$ cat src/rtl/swmp_pkg.sv
// shared constants, types and register codes of the sliding window mean power block
package swmp_pkg;

    // ring geometry and sample format
    localparam int MAX_WINDOW  = 32768;
    localparam int SAMPLE_BITS = 24;
    localparam int PTR_W       = $clog2(MAX_WINDOW);
    localparam int CNT_W       = $clog2(MAX_WINDOW + 1);

    // datapath widths
    localparam int MAG_W   = SAMPLE_BITS;
    localparam int SQ_W    = 2 * SAMPLE_BITS - 1;
    localparam int ABS_W   = SAMPLE_BITS + PTR_W;
    localparam int SUM_W   = 63;
    localparam int MEAN_W  = 47;
    localparam int STEP_W  = $clog2(SUM_W + 1);

    // configuration port
    localparam int CFG_IDX_W  = 2;
    localparam int CFG_DATA_W = 16;

    localparam logic [CFG_IDX_W-1:0] REG_WINDOW_LEN = 2'd0;
    localparam logic [CFG_IDX_W-1:0] REG_HOP_LEN    = 2'd1;
    localparam logic [CFG_IDX_W-1:0] REG_MEAN_MODE  = 2'd2;

    localparam logic [CFG_DATA_W-1:0] WINDOW_LEN_RST = 16'd19200;
    localparam logic [CFG_DATA_W-1:0] HOP_LEN_RST    = 16'd4800;

    // sequencer states
    typedef enum logic [2:0] {
        ST_IDLE,
        ST_OLD,
        ST_SUM,
        ST_DIV,
        ST_OUT
    } t_state;

    // divider request and response
    typedef struct packed {
        logic             start;
        logic [SUM_W-1:0] dividend;
        logic [CNT_W-1:0] divisor;
    } t_div_req;

    typedef struct packed {
        logic             done;
        logic [SUM_W-1:0] quotient;
    } t_div_rsp;

endpackage

$ cat src/rtl/swmp_div.sv
// bit-serial restoring divider, one quotient bit per cycle
module swmp_div (
    input  logic               i_clk,
    input  logic               i_rst_n,
    input  swmp_pkg::t_div_req i_req,
    output swmp_pkg::t_div_rsp o_rsp
);

    logic                         r_busy;
    logic                         r_done;
    logic [swmp_pkg::STEP_W-1:0]  r_steps;
    logic [swmp_pkg::CNT_W-1:0]   r_rem;
    logic [swmp_pkg::CNT_W-1:0]   r_divisor;
    logic [swmp_pkg::SUM_W-1:0]   r_quo;

    logic [swmp_pkg::CNT_W:0]     trial;
    logic                         q_bit;
    logic [swmp_pkg::CNT_W-1:0]   n_rem;

    // trial subtract of the divisor from the shifted remainder
    always_comb begin
        trial = {r_rem, r_quo[swmp_pkg::SUM_W-1]};
        q_bit = (trial >= {1'b0, r_divisor});
        if (q_bit) begin
            n_rem = swmp_pkg::CNT_W'(trial - {1'b0, r_divisor});
        end else begin
            n_rem = trial[swmp_pkg::CNT_W-1:0];
        end
    end

    // control: busy flag, step count and done pulse
    always_ff @(posedge i_clk) begin
        if (!i_rst_n) begin
            r_busy  <= 1'b0;
            r_done  <= 1'b0;
            r_steps <= '0;
        end else begin
            r_done <= 1'b0;
            if (i_req.start) begin
                r_busy  <= 1'b1;
                r_steps <= swmp_pkg::STEP_W'(swmp_pkg::SUM_W);
            end else if (r_busy) begin
                r_steps <= r_steps - 1'b1;
                if (r_steps == swmp_pkg::STEP_W'(1)) begin
                    r_busy <= 1'b0;
                    r_done <= 1'b1;
                end
            end
        end
    end

    // datapath: dividend shifts out as quotient shifts in
    always_ff @(posedge i_clk) begin
        if (i_req.start) begin
            r_rem     <= '0;
            r_divisor <= i_req.divisor;
            r_quo     <= i_req.dividend;
        end else if (r_busy) begin
            r_rem <= n_rem;
            r_quo <= {r_quo[swmp_pkg::SUM_W-2:0], q_bit};
        end
    end

    assign o_rsp.done     = r_done;
    assign o_rsp.quotient = r_quo;

    // assertions
    a_done_after_busy: assert property (@(posedge i_clk) disable iff (!i_rst_n)
        r_done |-> $past(r_busy))
        else $error("divider done without a running division");

    a_no_start_busy: assert property (@(posedge i_clk) disable iff (!i_rst_n)
        i_req.start |-> !r_busy)
        else $error("divider started while busy");

    a_rem_below_divisor: assert property (@(posedge i_clk) disable iff (!i_rst_n)
        r_busy && !$past(i_req.start) |-> r_rem < r_divisor)
        else $error("divider remainder not below divisor");

endmodule

$ cat config.mk
export PLATFORM = sky130hd
export DESIGN_NAME = swmp_div
export DESIGN_NICKNAME = d
export VERILOG_FILES = /design/src/rtl/swmp_pkg.sv /design/src/rtl/swmp_div.sv
export SDC_FILE = /design/constraint.sdc
export NUM_CORES = 1
export LEC_CHECK = 0
export ABC_AREA = 0
export BUFFER_PORTS_ARGS = -buffer_cell sky130_fd_sc_hd__buf_2
export CAP_MARGIN = 15
export CORE_ASPECT_RATIO = 0.6
export CORE_MARGIN = 2
export CORE_UTILIZATION = 55
export CTS_CLUSTER_DIAMETER = 80
export DETAILED_ROUTE_END_ITERATION = 6
export PLACE_DENSITY = 0.81
export SETUP_SLACK_MARGIN = 0.05
export SYNTH_ARGS = -nofsm -noshare
export SYNTH_HDL_FRONTEND = slang
export SYNTH_SLANG_ARGS = --single-unit
$ cat constraint.sdc
create_clock -name i_clk -period 4.6 [get_ports i_clk]
set_input_delay 0.92 -clock i_clk [delete_from_list [all_inputs] [get_ports i_clk]]
set_output_delay 0.92 -clock i_clk [all_outputs]
set_load 0.05 [all_outputs]
# After elaboration in Yosys (flattened, before gate mapping)
# Index checks and enable logic that the tools add are counted.
[op_classes]
magnitude_cmp = 1
n_eq_ne = 1
addsub = 2
mux = 9
bitwise = 2
n_reduce_logical = 2
[op_table]
columns = ["op", "n"]
rows = [
  ["$mux W63", 2],
  ["$ge A17 B16 Y1", 1],
  ["$mux W16", 1],
  ["$sub A16 B16 Y16", 1],
  ["$mux W6", 2],
  ["$eq A6 B1 Y1 const B", 1],
  ["$sub A6 B1 Y6 const B", 1],
  ["$mux W1", 4],
  ["$reduce_or A3 Y1", 1],
  ["$not A1 Y1", 2],
  ["$reduce_bool A2 Y1", 1],
]
[word_totals]
inputBits = 82
reg_bits = 103
word_cells = 23
out_inout_bits = 64

# Depth between registers and ports, before layout
[logic_depth]
word_depth = 4
depth_mapped = 11
mapped_depth_nobuf = 9

# Worst setup path after synthesis
# OpenSTA, ideal clock, no wires.
[synth_path]
path_kind = "input to register"
from = "input port i_req[79] in the netlist's numbering"
to = "register r_quo[0] in the netlist's numbering (enable)"
setup_time_ns = 0.389
path_buffers = 3
path_slack_ns = 1.801
arrival_time_ns = 2.410
required_time_ns = 4.211
cell_stages = 5
path_cell_list = "clkbuf_1 -> clkbuf_1 -> nor2_1 -> buf_2 -> inv_2"
[synth_via]
elab_chain_cells = 1
[synth_rtl]
columns = ["element", "line_no", "text"]
rows = [
  ["start, declared", "swmp_div.sv:5", "input swmp_pkg::t_div_req i_req,"],
  ["$reduce_bool A2 Y1 (no line)", "n/a", ""],
  ["end signal, assigned", "swmp_div.sv:57", "r_quo <= i_req.dividend;"],
  ["end signal, assigned", "swmp_div.sv:60", "r_quo <= {r_quo[swmp_pkg::SUM_W-2:0], q_bit};"],
  ["end, declared", "swmp_div.sv:14", "logic [swmp_pkg::SUM_W-1:0] r_quo;"],
]
# No other way between the ends.
# A chain may end at the register's enable or synchronous reset.

# Final worst setup path
[layout_path]
from = "register r_rem[8] in the netlist's numbering"
to = "register r_rem[7] in the netlist's numbering"
[layout_via]
elab_chain_cells = 2
[layout_rtl]
columns = ["element", "line_no", "text"]
rows = [
  ["start, declared", "swmp_div.sv:12", "logic [swmp_pkg::CNT_W-1:0] r_rem;"],
  ["start signal, assigned", "swmp_div.sv:59", "r_rem <= n_rem;"],
  ["$ge A17 B16 Y1", "swmp_div.sv:23", "q_bit = (trial >= {1'b0, r_divisor});"],
  ["$mux W16", "swmp_div.sv:24", "if (q_bit) begin"],
]
# No other way between the ends.

==> results.ini <==
[clock_tree]
postCtsSetupRepairBufs=0
clockBufferDepth=2
cts_resized=0
clock_latency_ps=350
clkTransAtPathRegs_ps=70
cts.sinks=103
cts_tree=built
cts_hold_buffers=0
cts_made_buffers=9
cts_max_level=3
cts_root_buffer=clkbuf_16

[worst_setup_path]
cp.required_ps=4860
cp.arrival_ps=3040
cp-start-kind=flip-flop
end_kind=flip-flop
crit_type=flip-flop to flip-flop
critPathMaxFanout=8
crit_slowest_cell=a31oi_1
cp_slowest_stage_delay_ps=570
path_cells=ha_1, nand3_1, nor3_2, o21ai_1, a31oi_1, buf_4, o2111ai_1, a311oi_2
r2r_cells=8

[yosys]
synth_simple_gate_area_share=0.0745
dominantRegCellSynth=edfxtp_1
yosysSeqAreaShare=0.561
synth-adder-area-share=0.0482
synth_nets=506
synthXorXnorAreaFrac=0.0241
synth_top_family_by_area=multiplexers
syn_inst=405
synth_compound_area_frac=0.112
ys_seq_elements=103
synthMuxAreaShare=0.141
yosys_warnings=0
ys_types=53
syn-cell-area_um2=5090
syn_area_per_cell_um2=12.6
synthArstFlopShare=0
synth_edf_count=79

[pwr]
leakage_nw=2.62
p_per_area_nw_per_um2=403
vdd_drop_max_uv=258

[placed_design]
gp_congestion=0.909
dp_slack_ps=1840
dp_hpwl_um=8260
portBuffers=145

[drt]
postRouteAntennaNets=0
viasPerCell=5.68
num_vias=3781
wirelength_um=11700
first_pass_iters=5
drt_first_iter_violations=339
drc=0
wl_per_cell_um=17.6

[final_layout]
nNetsFinal=646
drive_above_1_share=0.422
num_antenna_cells=0
area_growth_pct=21.7

[grt]
grt_use_total=0.240
grt_pass1_wl_um=18500
grt_max_degree=58
grt_pass1_vias=3646
overflow=0
antenna_found_initial=0

[die]
die_h_um=78.5
start_util=0.560
die_w_um=128
num_rows=27
core_area_um2=9090
die-area_um2=10100
io_pins=146

[timing]
final.period_utilization=0.604
rsz0062_at_grt=false
fmax_mhz=360
drv_slew=0
relSlewSlack=0.395
layout_min_cycle_time_ps=2780
worst-slew-pin-transition_ps=906
fin_setup_tns_ps=0
hold_viol=0
setup_slack_ps=1820
fin_skew_ps=6.28
setup-violations-final=0

[hold_path]
hold_path_class=flip-flop to flip-flop
holdPathStages=2

[run]
maxCapViolCount=0

[status]
status=complete, no violations

Yosys cell counts, types with 2 or more instances:
master,n,share of area
a311oi_2,6,0.018
dfxtp_1,24,0.094
mux2_1,6,0.013
buf_6,3,0.0066
o21ai_0,4,0.0039
xor2_1,4,0.0069
o21a_1,4,0.0059
a32oi_1,4,0.0069
o21ai_1,9,0.0089
o311ai_1,3,0.0052
nand2_1,24,0.018
a211oi_1,3,0.0044
nand2b_1,3,0.0037
inv_1,23,0.017
a21oi_1,14,0.014
nand3_1,10,0.0098
nor2b_1,2,0.0025
nor2_1,36,0.027
clkbuf_1,11,0.0081
ha_1,18,0.044
nor3_1,4,0.0039
o211ai_1,2,0.0030
mux2_2,57,0.13
edfxtp_1,79,0.47
xnor2_1,10,0.017
a31oi_1,6,0.0074
a21o_1,5,0.0074
a31o_1,2,0.0034
buf_2,4,0.0039
o31ai_1,2,0.0030
area by class of cell:
| type | instances | area, um2 |
|---|---|---|
| clock inverter | 7 | 80.1 |
| multi-input combinational | 258 | 2040 |
| tap | 116 | 145 |
| fill | 670 | 2900 |
| clock buffer | 9 | 225 |
| timing repair buffer | 149 | 758 |
| sequential | 103 | 2850 |
| inverter | 24 | 90.1 |
report_power, final:
part / leakage, nW / internal, mW / total [mW] / switching, mW
Sequential: 0.988 / 1.10 / 1.15 / 0.0511
Clock: 0.148 / 0.429 / 0.783 / 0.355
Combinational: 1.48 / 0.177 / 0.560 / 0.383
per-layer routing:
metal	up-vias	share of wire	global-route usage	wire, um
met2	159	0.44	0.353	5170
met4	0	0.017	0.0802	197
met1	1808	0.45	0.334	5320
met3	26	0.086	0.0811	1010
met5	-	0	0	0
li1	1788	-	-	-
critical path: cells and delay by family (launching register included):
kind                     cells  cell delay (ps)
AO/OA/AOI/OAI                4             1150
buffers and inverters        1              280
flip-flops                   1              360
AND/OR/NAND/NOR              2              420
adder cells (fa/ha/maj)      1              470
final timing paths:
path / from / end / slack [ps]
max: r_rem[8]$_SDFFE_PP0P_ / r_rem[7]$_SDFFE_PP0P_ / 1820
min reg2reg: r_rem[2]$_SDFFE_PP0P_ / r_rem[2]$_SDFFE_PP0P_ / 480
min: r_rem[2]$_SDFFE_PP0P_ / r_rem[2]$_SDFFE_PP0P_ / 480
max reg2reg: r_rem[8]$_SDFFE_PP0P_ / r_rem[7]$_SDFFE_PP0P_ / 1820
cell usage in the layout (no fill, tap or decap), types with 2 or more instances in the layout:
cell type	n
ha_1	18
a31o_1	2
mux2_2	57
a311oi_2	6
o311ai_1	3
a21o_1	5
nor2b_1	2
nor3_1	4
o31ai_1	2
xor2_1	4
mux2_1	6
nor2_1	36
buf_4	5
o21a_1	4
edfxtp_1	79
a31oi_1	6
buf_2	144
clkinv_4	2
a21oi_1	14
inv_1	23
clkbuf_16	9
o21ai_0	4
o21ai_1	9
a32oi_1	4
dfxtp_1	24
xnor2_1	10
o211ai_1	2
nand3_1	10
nand2_1	24
nand2b_1	3
a211oi_1	3
stage by stage:
stage	instance area (um2)	hold slack (ps)	cells	total power, mW	util
after detailed placement	5880	474	650	1.72	0.647
after CTS	6190	485	666	2.51	0.681
after global routing	6190	523	666	2.59	0.681
final	6190	479	666	2.50	0.681
after global placement	5880	468	650	1.71	0.647
after floorplan	5090	443	405	1.58	-
cell families (layout without fill, tap and decap cells):
kind of cell / count (synthesis) / count (layout)
DFF: 103 / 103
muxes: 64 / 64
xor gates and xnor gates: 14 / 14
AOI/OAI and AO/OA: 75 / 75
adders and majority gates: 19 / 19
buffers and inverters: 44 / 189
and+or+nand+nor: 86 / 86
registers in the layout (all words and copies together), names as in the netlist:
register / cells
r_quo: 63
r_divisor: 16
r_rem: 16
r_steps: 6
r_busy: 1
r_done: 1
(Power assumes the default switching activity.)
